$ cat src/hw/rtl/dau_pkg.sv
`timescale 1ns / 1ps
package dau_pkg;

  // input geometry
  localparam int COORD_BITS    = 20;
  localparam int NCOORD        = 12;
  localparam int CORDIC_STAGES = 16;
  localparam int ATAN_LEN      = 24;

  // derived widths of the exact integer datapath
  localparam int BW    = COORD_BITS + 1;     // bond vector component
  localparam int PW    = 2 * BW;             // product of two components
  localparam int NW    = PW + 1;             // normal component
  localparam int BBW   = PW + 2;             // |b2|^2
  localparam int NLO   = NW / 2;             // unsigned low slice of a normal
  localparam int NHI   = NW - NLO;           // signed high slice of a normal
  localparam int PLW   = NW + NLO + 1;
  localparam int PHW   = NW + NHI;
  localparam int FW    = 2 * NW;
  localparam int BNW   = BW + NW;
  localparam int DW1   = BNW + 2;            // b1 . n2
  localparam int DW2   = FW + 2;             // n . n
  localparam int SQRT_PAD = 32;              // |b2| is taken as sqrt(|b2|^2 * 2^32)
  localparam int SQW   = BBW + SQRT_PAD;
  localparam int RW    = SQW / 2;            // root width
  localparam int REMW  = RW + 3;
  localparam int RLO   = RW / 2;
  localparam int RHI   = RW - RLO;
  localparam int PLOW  = DW1 + RLO + 1;
  localparam int PHIW  = DW1 + RHI + 1;
  localparam int X_SHIFT = 16;
  localparam int VW    = ((DW1 + RW > DW2 + X_SHIFT) ? DW1 + RW : DW2 + X_SHIFT) + 1;
  localparam int NORM_BITS  = 29;
  localparam int NORM_STEPS = $clog2(VW);
  localparam int CW    = 34;                 // CORDIC datapath
  localparam int ZW    = 32;                 // binary angle, 2^31 = pi
  localparam int OUTW  = 16;
  localparam int Q14_SHIFT = 16;

  // configuration
  localparam int CFG_IDX_BITS  = 1;
  localparam int CFG_DATA_BITS = 64;
  localparam int BOND_MIN_BITS = 32;
  localparam int NORM_MIN_BITS = 63;
  localparam int BCMPW = (BBW > BOND_MIN_BITS) ? BBW : BOND_MIN_BITS;
  localparam int NCMPW = (DW2 > NORM_MIN_BITS) ? DW2 : NORM_MIN_BITS;

  typedef enum logic [CFG_IDX_BITS-1:0] {
    REG_BOND_LEN_SQ_MIN   = 1'b0,
    REG_NORMAL_LEN_SQ_MIN = 1'b1
  } cfg_reg_t;

  // queue between front and back
  localparam int QDEPTH = 4;
  localparam int QAW    = $clog2(QDEPTH);

  localparam logic [ZW-1:0] Z_QUARTER       = 32'h4000_0000;
  localparam logic [ZW-1:0] Z_THREE_QUARTER = 32'hC000_0000;
  localparam logic [ZW-1:0] Z_ROUND         = 32'h0000_8000;
  localparam logic signed [CW-1:0] HALF_PI   = CW'(64'sd1073741824);
  localparam logic signed [CW-1:0] PI_BIN    = CW'(64'sd2147483648);
  localparam logic signed [CW-1:0] CORDIC_X0 = CW'(64'sd652032874);
  localparam logic signed [CW-1:0] Q14_ROUND = CW'(64'sd32768);
  localparam logic signed [CW-1:0] Q14_ONE   = CW'(64'sd16384);

  typedef struct packed {
    logic                degen;
    logic [BBW-1:0]      bb;
    logic [DW1-1:0]      d1;    // b1 . n2, two's complement
    logic [DW2-1:0]      d2;    // n1 . n2, two's complement
  } dau_item_t;

  typedef struct packed {
    logic full;
    logic empty;
  } dau_qstat_t;

  typedef struct packed {
    logic [BOND_MIN_BITS-1:0] bond_min;
    logic [NORM_MIN_BITS-1:0] norm_min;
  } dau_cfg_t;

  function automatic logic [ZW-1:0] atan_entry(input int unsigned i);
    logic [ZW-1:0] r;
    case (i)
      0:  r = 32'd536870912;
      1:  r = 32'd316933406;
      2:  r = 32'd167458907;
      3:  r = 32'd85004756;
      4:  r = 32'd42667331;
      5:  r = 32'd21354465;
      6:  r = 32'd10679838;
      7:  r = 32'd5340245;
      8:  r = 32'd2670163;
      9:  r = 32'd1335087;
      10: r = 32'd667544;
      11: r = 32'd333772;
      12: r = 32'd166886;
      13: r = 32'd83443;
      14: r = 32'd41722;
      15: r = 32'd20861;
      16: r = 32'd10430;
      17: r = 32'd5215;
      18: r = 32'd2608;
      19: r = 32'd1304;
      20: r = 32'd652;
      21: r = 32'd326;
      22: r = 32'd163;
      23: r = 32'd81;
      default: r = '0;
    endcase
    return r;
  endfunction

endpackage

$ cat src/hw/rtl/dau_queue.sv
`timescale 1ns / 1ps
module dau_queue (
  input  logic                clk,
  input  logic                rst,
  input  logic                push,
  input  dau_pkg::dau_item_t  wr_item,
  input  logic                pop,
  output dau_pkg::dau_item_t  head,
  output dau_pkg::dau_qstat_t stat
);
  import dau_pkg::*;

  dau_item_t      mem [QDEPTH];
  logic [QAW-1:0] wr_ptr, rd_ptr;
  logic [QAW:0]   count;

  assign head       = mem[rd_ptr];
  assign stat.full  = (count == (QAW+1)'(QDEPTH));
  assign stat.empty = (count == '0);

  always_ff @(posedge clk) begin
    if (rst) begin
      wr_ptr <= '0;
      rd_ptr <= '0;
      count  <= '0;
    end else begin
      if (push) begin
        wr_ptr <= wr_ptr + 1'b1;
      end
      if (pop) begin
        rd_ptr <= rd_ptr + 1'b1;
      end
      if (push && !pop) begin
        count <= count + 1'b1;
      end else if (pop && !push) begin
        count <= count - 1'b1;
      end
    end
  end

  always_ff @(posedge clk) begin
    if (push) begin
      mem[wr_ptr] <= wr_item;
    end
  end

  a_push_full: assert property (@(posedge clk) disable iff (rst)
    (push && stat.full) |-> pop) else $error("queue overrun");
  a_pop_empty: assert property (@(posedge clk) disable iff (rst)
    pop |-> !stat.empty) else $error("queue underrun");
  a_cnt_up: assert property (@(posedge clk) disable iff (rst)
    (push && !pop) |=> (count == $past(count) + 1'b1)) else $error("count lost a push");
  a_cnt_dn: assert property (@(posedge clk) disable iff (rst)
    (pop && !push) |=> (count == $past(count) - 1'b1)) else $error("count lost a pop");

endmodule

$ cat config.mk
export PLATFORM = sky130hd
export DESIGN_NAME = dau_queue
export DESIGN_NICKNAME = d
export VERILOG_FILES = /design/src/hw/rtl/dau_pkg.sv /design/src/hw/rtl/dau_queue.sv
export SDC_FILE = /design/constraint.sdc
export NUM_CORES = 1
export LEC_CHECK = 0
export BUFFER_PORTS_ARGS = -buffer_cell sky130_fd_sc_hd__buf_2
export CAP_MARGIN = 10
export CORE_ASPECT_RATIO = 0.7
export CORE_MARGIN = 8
export CORE_UTILIZATION = 50
export DETAILED_ROUTE_END_ITERATION = 10
export PLACE_DENSITY_LB_ADDON = 0.25
export SYNTH_ARGS = -nofsm -noshare
export SYNTH_HDL_FRONTEND = slang
export SYNTH_SLANG_ARGS = --single-unit
$ cat constraint.sdc
create_clock -name clk -period 7.7 [get_ports clk]
set_clock_uncertainty 0.05 [all_clocks]
set_input_delay 1.54 -clock clk [delete_from_list [all_inputs] [get_ports clk]]
set_output_delay 1.54 -clock clk [all_outputs]
set_load 0.03 [all_outputs]
After elaboration in Yosys (flattened, before gate mapping)
Memory sizes are Yosys's and may differ from the RTL's. A register that Yosys moved wholly into a read port is not among the register bits.
Cells that the tools add are included.
{ "word_totals": {"regBits": 7, "ram_bits": 796, "input_bits": 203, "out_inout_bits": 201, "word_cells": 21, "mem_count": 1} }
{ "classes": {"addsub": 4, "eq_ne": 1, "n_mux": 6, "reduce_logical": 6} }
{ "mem_list": {"columns": ["name", "depth", "word_bits", "read_ports", "rd_clocked_by_memory_dff", "wr", "line_no", "source"], "rows": [
  ["mem", 4, 199, 1, 1, 1, "dau_queue.sv:13", "dau_item_t mem [QDEPTH];"]
]} }
{ "ops": {"columns": ["op", "count"], "rows": [
  ["$mux 3", 2],
  ["$add 2x1->2 const B", 2],
  ["$mux 2", 2],
  ["$add 3x1->3 const B", 1],
  ["$eq 3x3->1 const B", 1],
  ["$logic_not 3->1", 1],
  ["$sub 3x1->3 const B", 1],
  ["$logic_and 1x1->1", 2],
  ["$logic_not 1->1", 2],
  ["$mux 1", 2],
  ["$reduce_bool 2->1", 1]
]} }

Depth between registers and ports, before layout
Gate-level depths: netlist of run 1.
{ "depth": {"ltp_word": 4, "ltp_mapped": 7, "depth_no_buf": 7} }

Worst setup path after synthesis of run 1
OpenSTA, ideal clock, no wires.
{ "synth_path": {"path_type": "in2reg", "start": "in push", "end": "mem mem[0][0] (netlist name), enable pin", "setup_time_ps": 583, "t_arrival_ps": 6055, "t_required_ps": 7067, "setup_slack_ps": 1012, "stages": 1, "path_buffers": 0, "cell_sequence": "and2_1"} }
{ "synth_via": {"elab_chain_len": 2} }
{ "synth_rtl": {"columns": ["item", "line_no", "source"], "rows": [
  ["start, declared", "dau_queue.sv:5", "input logic push,"],
  ["$mux 1", "dau_queue.sv:42", "if (push) begin"],
  ["$mux 1 (not written as such)", "dau_queue.sv:43", "mem[wr_ptr] <= wr_item;"],
  ["end, declared", "dau_queue.sv:13", null]
]} }
Every way passes these cells.

==> metrics.md, run 1 <==
| Metric | Value |
|---|---|
| Status | complete, no violations |
| Setup TNS | 0 ns |
| PD cells | 285 nW/um^2 |
| Critical path, cell by cell | buf_12 > mux4_2 > buf_2 |
| Synth top area share | 82.1% |
| CORE AREA | 58000 um^2 |
| Crit path max fanout | 97 |
| Final net count | 1738 |
| Longest Clk Path Bufs | 3 |
| Period utilization | between 50% and 60% |
| CP max-delay cell | mux4_2 |
| Worst setup SP type | flop |
| CP top delay family | buffers and inverters |
| CTS tree | done |
| Initial DRC Count | about 800 |
| CTS root buffer | clkbuf_16 |
| Minimum clock period | 4.51 ns |
| WS Path Type | flop to output pin |
| Post-synth cell types | 21 |
| Tightest Hold Check Type | flop to flop |
| Buf/Inv on CP | 2 |
| Vias/cell | ~5.4 |
| Slew HR | about 36% |
| Total track usage | between 15 and 20% |
| Final setup fails | 0 |
| Crit path depth | 3 |
| Max-cap viol count | 0 |
| Post-Route WL | 56300 um |
| #FFs+latches synth | 805 |
| First-pass GRT wire length | between 80000 and 90000 um |
| Largest net degree at the start of global routing | 114 |
| Syn_nets | roughly 1300 |
| CTS Buf Count | 74 |
| Mapped Avg Cell Area | 26.9 um^2 |
| Flop2flop setup slack | 5.19 ns |
| Final hold vios | 0 |
| Rows | 74 |
| Synth area leader | edfxtp_1 |
| Antenna violation net count after detailed routing | 0 |
| Worst VDD drop | approximately 0.00017 V |
| Clock Latency Late Sink | 0.60 ns |
| Vias | 12810 |
| IO buf count | around 400 |
| Leakage Power | 11.4 nW |
| Share of cells above drive strength 1 | 45.9% |
| CP max stage delay | 0.64 ns |
| CP required | 6.11 ns |
| Top post-synthesis cells by area | edfxtp_1 (82%), mux4_2 (15%), dfxtp_1 (0.62%) |
| Gpl congestion | 0.736 |
| CP Capture Type | output pin |
| DP HPWL | between 30000 and 40000 um |
| DRC Markers | 0 |
| WP data arrival | 2.92 ns |
| Reg2Reg Depth | 4 |
| Post-CTS Hold Fix Bufs | 0 |
| Die width | 304 um |
| Fin worst setup slack | 3.19 ns |
| Worst slack at placement | roughly 3.8 ns |
| Fmax | about 0.22 GHz |
| Die Ht | 218 um |
| Commonest non-fill, non-tap cell in the layout | edfxtp_1 |
| Hold depth | 2 |
| Clock transition at path regs | 0.06 ns |
| GRT overflow | 0 |
| Post_cts resized | 0 |
| Unrepaired setup endpoints after global routing | no |
| Syn Inst Count | 1083 |
| Least-Margin Pin Slew | 0.967 ns |
| Syn. warnings | 0 |
| Clk sinks | 805 |
| Initial antenna violation count | 19 |
| Most frequent cells in the layout | edfxtp_1 (796), buf_2 (403), mux4_2 (199) |
| Number of global-route vias before repair | between 10000 and 15000 |
| Seq/Total Area, Yosys | 82.7% |
| Die ar. | 66300 um^2 |
| Post-CTS repair timing setup buffer count | 0 |
| Drt wl/cell | about 24 um |
| Layout area overhead | 18.1% |
| Post-Syn Area | 29100 um^2 |
| Htree depth | 3 |
| Starting Density | 50.2% |
| Pre-antenna DRT Iters | 5 |
| I/O pins | 404 |
| Final max-slew violation count | 0 |
worst reg2reg max path, delay by kind of cell, from the launching register on:
family,cells,cell delay [ns]
simple gates,1,0.57
flops,1,0.34
fa+ha+maj,1,0.15
buf+inv,2,0.90
sequential cells by signal, indices dropped and copies added (netlist names), named ones only:
signal  flops
rd_ptr      2
count       3
wr_ptr      2
mem       796
cells by family after synthesis:
group	share of synthesized area, %
flops	82.7
mux	15.5
buf+inv	1.09
simple gates	0.254
fa+ha+maj	0.284
xor+xnor	0.150
compound gates	0.0344
synthesized netlist by cell type (all sizes together):
cell type,number
a21oi,1
and2,4
buf,43
clkbuf,2
dfxtp,9
edfxtp,796
fa,1
ha,5
inv,4
mux2i,2
mux4,199
nand2,1
nor2,7
nor3,1
nor3b,1
o21ai,1
or3,1
xnor2,2
xor2,3
metal layers:
metal | vias to the layer above | GRT usage, % | wire length (um)
met5 | - | 0 | 147
met2 | 370 | 26.9 | 27500
li1 | 5628 | - | -
met4 | 24 | 4.50 | 1020
met1 | 6688 | 21.6 | 22700
met3 | 100 | 6.28 | 4910
where the power goes:
group	leakage, nW	switching, mW	total (mW)	internal (mW)
sequential	7.39	0.0565	5.09	5.04
clock	1.16	1.53	3.54	2.01
combinational	2.89	0.743	1.14	0.402
total	11.4	2.33	9.78	7.45
final cells by class:
| class | count | area, um^2 |
|---|---|---|
| Clock buffer | 84 | 1930 |
| Fill cell | 4102 | 23600 |
| Tap cell | 760 | 951 |
| Timing Repair Buffer | 415 | 2190 |
| Inverter | 4 | 15.0 |
| Multi-Input combinational cell | 229 | 4720 |
| Antenna cell | 13 | 32.5 |
| Clock inverter | 49 | 430 |
| Sequential cell | 805 | 24100 |
path summary, 6_finish.rpt:
check,from,endpoint
worst max-delay path,flop,head[129]
worst min-delay path,count[2],count[2]
worst max register to register,wr_ptr[0],mem[2][91]
worst min register to register,count[2],count[2]
metrics by stage:
| stage | instances | hold WS, ns | utilization, % | area [um^2] | total power [mW] |
|---|---|---|---|---|---|
| 4_1_cts | 2346 | 0.459 | 59.2 | 34300 | 9.91 |
| 2_1_floorplan | 1083 | 0.416 | - | 29100 | 6.00 |
| 3_5_place_dp | 2213 | 0.452 | 55.2 | 32000 | 6.36 |
| 5_1_grt | 2349 | 0.499 | 59.3 | 34300 | 10.1 |
| 6_report | 2359 | 0.459 | 59.3 | 34400 | 9.78 |
| 3_3_place_gp | 2213 | 0.435 | 55.2 | 32000 | 6.34 |
(Power assumes the default switching activity.)
==> inputs of run 2 (changes only) <==
==> constraint.sdc (replaced) <==
create_clock -name clk -period 4.2 [get_ports clk]
set_clock_uncertainty 0.05 [all_clocks]
set_input_delay 0.84 -clock clk [delete_from_list [all_inputs] [get_ports clk]]
set_output_delay 0.84 -clock clk [all_outputs]
set_load 0.03 [all_outputs]
==> run 2 against run 1 <==
Compared with the run above: cell area rose by 1.0%; sequential share of layout area down 0.71 points; largest cell class unchanged; highest routed layer unchanged; sequential power rose by 84%; via count up 2.0%; wire length rose by 4.3%; core utilization grew 0.61 points; register-to-register slack lost 3.1 ns; critical endpoint is now head[45]; critical path depth did not move.
==> metrics.md, run 2 (synthesized netlist as in run 1, its figures left out) <==
| Metric | Value |
|---|---|
| Final setup fails | 0 (unchanged) |
| CTS root buffer | clkbuf_16 |
| Post-CTS repair timing setup buffer count | 0 (unchanged) |
| Slew HR | 45.5% (+10 points) |
| Hold wc startpoint | wr_item[12] |
| Post_cts resized | 0 (unchanged) |
| Vias | 13066 (+2.0%) |
| Clock transition at path regs | 0.06 ns (about the same) |
| Pre-antenna DRT Iters | 5 (unchanged) |
| First-pass GRT wire length | 88100 um (+4.2%) |
| Vias/cell | 5.47 (+0.80%) |
| Period utilization | 84.1% |
| CTS Buf Count | 75 (+1.4%) |
| Die width | 304 um (unchanged) |
| Minimum clock period | between 3 and 4 ns |
| Largest net degree at the start of global routing | 72 (-37%) |
| CP top delay family | flip-flops |
| DRC Markers | 0 (unchanged) |
| Post-layout util | 59.9% (+0.61 points) |
| Final net count | 1772 (+2.0%) |
| Leakage Power | 11.6 nW (+1.6%) |
| Reg-to-reg critical path endpoint | mem[0][163] |
| Status | complete, no violations |
| Beginning of the worst register-to-register path | wr_ptr[0] |
| Number of global-route vias before repair | 14082 (+3.3%) |
| Crit path depth | 3 (unchanged) |
| CTS tree | done |
| Commonest non-fill, non-tap cell in the layout | edfxtp_1 |
| Unrepaired setup endpoints after global routing | no |
| WP data arrival | 2.64 ns (-0.28 ns) |
| Share of cells above drive strength 1 | 46.5% (+0.61 points) |
| Antenna violation net count after detailed routing | 0 (unchanged) |
| Max-cap viol count | 0 (unchanged) |
| CP max stage delay | 0.80 ns (+0.16 ns) |
| GRT overflow | 0 (unchanged) |
| Post-Route WL | 58800 um (+4.3%) |
| Layout area overhead | 19.3% |
| Fmax | 0.283 GHz |
| Clk sinks | 805 (unchanged) |
| Die ar. | 66300 um^2 (unchanged) |
| Fin cells | 2387 (+1.2%) |
| Total track usage | 17.5% (+0.80 points) |
| Crit path max fanout | 28 (-71%) |
| CORE AREA | 58000 um^2 (unchanged) |
| Critical path, cell by cell | buf_4 > mux4_2 > buf_2 |
| Initial DRC Count | 914 (+14%) |
| Number of flip-flops in the largest register | 796 (unchanged) |
| DP HPWL | 37700 um (+10%) |
| Initial antenna violation count | 14 (-5) |
| CP required | 3.31 ns (-2.80 ns) |
| PD cells | 516 nW/um^2 (+81%) |
| Reg2Reg Depth | 4 (unchanged) |
| Flop2flop setup slack | 2.10 ns (-3.09 ns) |
| I/O pins | 404 (unchanged) |
| Footprint of the multi-input gates | 4720 um^2 (unchanged) |
| Biggest register | mem |
| Worst VDD drop | 0.000340 V (+99%) |
| Rows | 74 (unchanged) |
| IO buf count | 403 (unchanged) |
| Starting Density | 50.2% (unchanged) |
| Most frequent cells in the layout | edfxtp_1 (796), buf_2 (403), mux4_2 (199) |
| Final hold vios | 0 (unchanged) |
| Htree depth | 3 (unchanged) |
| Drt wl/cell | 24.6 um (+3.1%) |
| # placed instances | 2246 (+1.5%) |
| Hold depth | 1 (-1) |
| Tightest Hold Check Type | input pin to flop |
| WS Path Type | flop to output pin |
| Final max-slew violation count | 0 (unchanged) |
| Hold Path End | mem[2][12] |
| Final-layout fill cell count | 4081 (-0.51%) |
| Buf/Inv on CP | 2 (unchanged) |
| Clock Latency Late Sink | 0.60 ns (about the same) |
| Gpl congestion | 0.762 (+3.5%) |
| Die Ht | 218 um (unchanged) |
| FF/Latch Area | 24100 um^2 (unchanged) |
| CP max-delay cell | dfxtp_4 |
| Longest Clk Path Bufs | 3 (unchanged) |
| Worst setup SP type | flop |
| Least-Margin Pin Slew | 0.817 ns (-0.150 ns) |
| Setup TNS | 0 ns (unchanged) |
| Registers with the most flip-flops | mem x796, count x3 |
| CP Capture Type | output pin |
| Post-CTS Hold Fix Bufs | 0 (unchanged) |
==> run 2: final cells by class <==
| cell class | count | share of cell area, % |
|---|---|---|
| antenna | 8 | 0.0577 |
| clock buffer | 90 | 5.69 |
| clock inverter | 43 | 0.980 |
| inverter | 4 | 0.0432 |
| multi-input combinational | 229 | 13.6 |
| sequential | 805 | 69.4 |
| tap | 760 | 2.74 |
| timing repair buffer | 448 | 7.50 |
==> run 2: through the flow <==
step	total power, mW	area [um^2]	hold slack [ns]	worst slack (ns)
finish	17.9	34700	0.395	0.666
global route	18.5	34700	0.362	0.505
CTS	18.1	34700	0.351	0.565
detailed placement	11.7	32400	0.449	1.24
global placement	11.7	32400	0.445	1.26
floorplan	11.0	29100	0.416	0.432
==> run 2: worst max-delay path by stage <==
stage | end | slack, ns | start
detailed placement | head[40] | 1.24 | flop
global route | head[40] | 0.51 | flop
CTS | head[45] | 0.56 | flop
floorplan | mem[1][0] | 0.43 | push
global placement | head[104] | 1.26 | flop
finish | head[45] | 0.67 | flop
==> run 2: report_power, final <==
group	leakage (nW)	internal [mW]	switching, mW
sequential	7.39	9.23	0.115
combinational	3.11	0.785	1.38
clock	1.13	3.61	2.78
total	11.6	13.6	4.28
==> run 2: worst reg2reg max path, cell delays in order, from the launching register on <==
cell	delay [ns]
dfxtp_1	0.36
inv_1	0.10
ha_1	0.16
and2_4	0.60
buf_12	0.43
==> run 2: metal layers <==
layer	up-vias	global-route usage [%]	wire length, um
li1	5684	-	-
met1	6898	23.1	23900
met2	385	28.9	29500
met3	83	5.26	4310
met4	16	4.29	950
met5	-	0	92
==> inputs of run 3 (changes only) <==
--- a/config.mk
+++ b/config.mk
@@ -5,6 +5,7 @@
 export SDC_FILE = /design/constraint.sdc
 export NUM_CORES = 1
 export LEC_CHECK = 0
+export ABC_AREA = 1
 export BUFFER_PORTS_ARGS = -buffer_cell sky130_fd_sc_hd__buf_2
 export CAP_MARGIN = 10
 export CORE_ASPECT_RATIO = 0.7
==> constraint.sdc (replaced) <==
create_clock -name clk -period 3.6 [get_ports clk]
set_clock_uncertainty 0.05 [all_clocks]
set_input_delay 0.72 -clock clk [delete_from_list [all_inputs] [get_ports clk]]
set_output_delay 0.72 -clock clk [all_outputs]
set_load 0.03 [all_outputs]
==> run 3 against run 2 <==
Compared with the run above: global-route usage rose by 1.9 points; highest routed layer unchanged; core utilization rose by 0.16 points; cell area rose by 1.4%; first-iteration DRC count rose by 88%.
==> metrics.md, run 3 <==
| Metric | Value |
|---|---|
| Status | complete, no violations |
| Clock Latency Late Sink | 0.60 ns (about the same) |
| Die width | 308 um (+1.1%) |
| Fin worst setup slack | 0.286 ns (-0.379 ns) |
| Post-CTS repair timing setup buffer count | 0 (unchanged) |
| Worst slack at placement | 0.919 ns (-0.325 ns) |
| DRC Markers | 0 (unchanged) |
| Fin cells | 3241 (+36%) |
| Leakage Power | 12.1 nW (+4.5%) |
| Largest net degree at the start of global routing | 165 (+130%) |
| Die Ht | 220 um (+1.0%) |
| First-pass GRT wire length | 103000 um (+17%) |
| Post-Syn Area | 29800 um^2 (+2.2%) |
| Post-synth top flop | edfxtp_1 |
| Crit path max fanout | 164 (+490%) |
| Rows | 74 (unchanged) |
| Initial antenna violation count | 22 (+8) |
| GRT overflow | 0 (unchanged) |
| Hold Path End | count[0] |
| Drt wl/cell | 21.1 um (-14%) |
| Post-Route WL | 68400 um (+16%) |
| Final setup fails | 0 (unchanged) |
| Post-synth EDFFs | 796 (unchanged) |
| CORE AREA | 58600 um^2 (+1.1%) |
| Final max-slew violation count | 0 (unchanged) |
| Post_cts resized | 0 (unchanged) |
| PD cells | 593 nW/um^2 (+15%) |
| CTS tree | done |
| Syn. warnings | 0 (unchanged) |
| Fraction of registers with async set/reset | 0% (unchanged) |
| IO buf count | 403 (unchanged) |
| Top post-synthesis cells by area | edfxtp_1 (80%), o21ai_0 (6.4%), nor2_1 (5.1%) |
| WP data arrival | 2.54 ns (-0.10 ns) |
| Reg-to-reg critical path endpoint | mem[0][84] |
| Initial DRC Count | 1714 (+88%) |
| # placed instances | 3093 (+38%) |
| #FFs+latches synth | 805 (unchanged) |
| Biggest register | mem |
| Worst VDD drop | 0.000475 V (+40%) |
| CP Capture Type | output pin |
| Antenna violation net count after detailed routing | 0 (unchanged) |
| Post-layout util | 60.1% (+0.16 points) |
| Number of flip-flops in the largest register | 796 (unchanged) |
| Vias/cell | 5.49 (+0.23%) |
| Final hold vios | 0 (unchanged) |
| Syn Inst Count | 1982 (+83%) |
| Seq/Total Area, Yosys | 80.9% (-1.8 points) |
| DP HPWL | 40300 um (+6.9%) |
| Synth area leader | edfxtp_1 |
| Longest Clk Path Bufs | 3 (unchanged) |
| Registers with the most flip-flops | mem x796, count x3 |
| Reg2Reg Depth | 6 (+2) |
| Commonest non-fill, non-tap cell in the layout | edfxtp_1 |
| Syn_nets | 2191 (+70%) |
| Hold wc startpoint | rst |
| Worst setup SP type | flop |
| Pre-antenna DRT Iters | 5 (unchanged) |
| Max-cap viol count | 0 (unchanged) |
| Slew HR | 39.5% (-6.0 points) |
| Final net count | 2582 (+46%) |
| Share of cells above drive strength 1 | 23.0% (-23 points) |
| Synth top area share | 80.3% (-1.8 points) |
| WS Path Type | flop to output pin |
| Beginning of the worst register-to-register path | wr_ptr[0] |
| Number of global-route vias before repair | 17558 (+25%) |
| I/O pins | 404 (unchanged) |
| CP required | 2.83 ns (-0.48 ns) |
| Unrepaired setup endpoints after global routing | no |
| Hold depth | 2 (+1) |
| Most frequent cells in the layout | edfxtp_1 (796), nor2_1 (404), buf_2 (403) |
| Tightest Hold Check Type | input pin to flop |
| Htree depth | 3 (unchanged) |
| Flop2flop setup slack | 1.16 ns (-0.94 ns) |
| Minimum clock period | 3.31 ns |
| Post-synth cell types | 20 (-4.8%) |
| Vias | 17781 (+36%) |
| Layout area overhead | 18.3% |
| Die ar. | 67700 um^2 (+2.1%) |
| CTS root buffer | clkbuf_16 |
| CTS Buf Count | 76 (+1.3%) |
| Gpl congestion | 0.757 (-0.64%) |
| Clk sinks | 805 (unchanged) |
| Starting Density | 50.8% (+0.55 points) |
| Least-Margin Pin Slew | 0.908 ns (+0.0906 ns) |
| Post-CTS Hold Fix Bufs | 0 (unchanged) |
| Clock transition at path regs | 0.06 ns (about the same) |
| Fmax | between 0.3 and 0.4 GHz |
| Total track usage | 19.4% (+1.9 points) |
| Most common cell in the synthesized netlist | edfxtp_1 |
| Mapped Avg Cell Area | 15.0 um^2 (-44%) |
| Period utilization | 92.0% |
| Most instantiated cells after synthesis | edfxtp_1 (796), nor2_1 (404), o21ai_0 (381) |
run 3: report_power, final:
| part | leakage [nW] | total [mW] | internal [mW] | switching, mW |
|---|---|---|---|---|
| clock network | 1.17 | 7.68 | 4.40 | 3.28 |
| logic | 3.59 | 2.37 | 0.615 | 1.76 |
| registers | 7.39 | 10.8 | 10.7 | 0.0912 |
run 3: how the worst max path moves through the flow:
stage / depth (start not counted) / startpoint / slack [ns] / endpoint
final: 4 / flop / 0.29 / head[108]
after CTS: 5 / flop / 0.26 / head[186]
after global routing: 5 / flop / 0.14 / head[186]
after detailed placement: 5 / flop / 0.92 / head[186]
after global placement: 5 / push / 0.96 / mem[2][120]
after floorplan: 2 / push / -0.55 / mem[1][0]
run 3: logic make-up after synthesis:
family | count (synthesis) | synth area share [%]
compound gates | 605 | 11.0
buf+inv | 148 | 2.48
xor+xnor | 1 | 0.0294
fa+ha+maj | 6 | 0.277
flops | 805 | 80.9
simple gates | 417 | 5.28
run 3: area by class of cell:
class | count | area, um^2
Sequential cell | 805 | 24100
Timing Repair Buffer | 444 | 2600
Multi-Input combinational cell | 1029 | 5000
Inverter | 17 | 88.8
Tap cell | 798 | 998
Clock inverter | 41 | 379
Antenna cell | 16 | 40.0
Fill cell | 4442 | 23400
Clock buffer | 91 | 2000
run 3: stage by stage:
stage | TNS [ns] | hold WS, ns | power [mW] | cell area (um^2)
after global routing | 0 | 0.211 | 21.6 | 35200
after CTS | 0 | 0.192 | 21.1 | 35200
after floorplan | -440.04 | 0.362 | 12.5 | 29800
after global placement | 0 | 0.366 | 13.3 | 32800
after detailed placement | 0 | 0.371 | 13.4 | 32800
final | 0 | 0.234 | 20.9 | 35200
run 3: routing by layer:
layer	up-vias	global-route usage [%]	part of all wire, %
li1	8321	-	-
met1	8848	25.9	42
met2	471	31.5	48
met3	115	5.48	7.2
met4	26	5.33	2.0
met5	-	0	0.21
run 3: critical path, stage by stage (launching register included):
cell	delay, ns
dfxtp_4	0.55
buf_12	0.48
o21ai_0	0.23
o22ai_1	0.22
buf_2	0.26
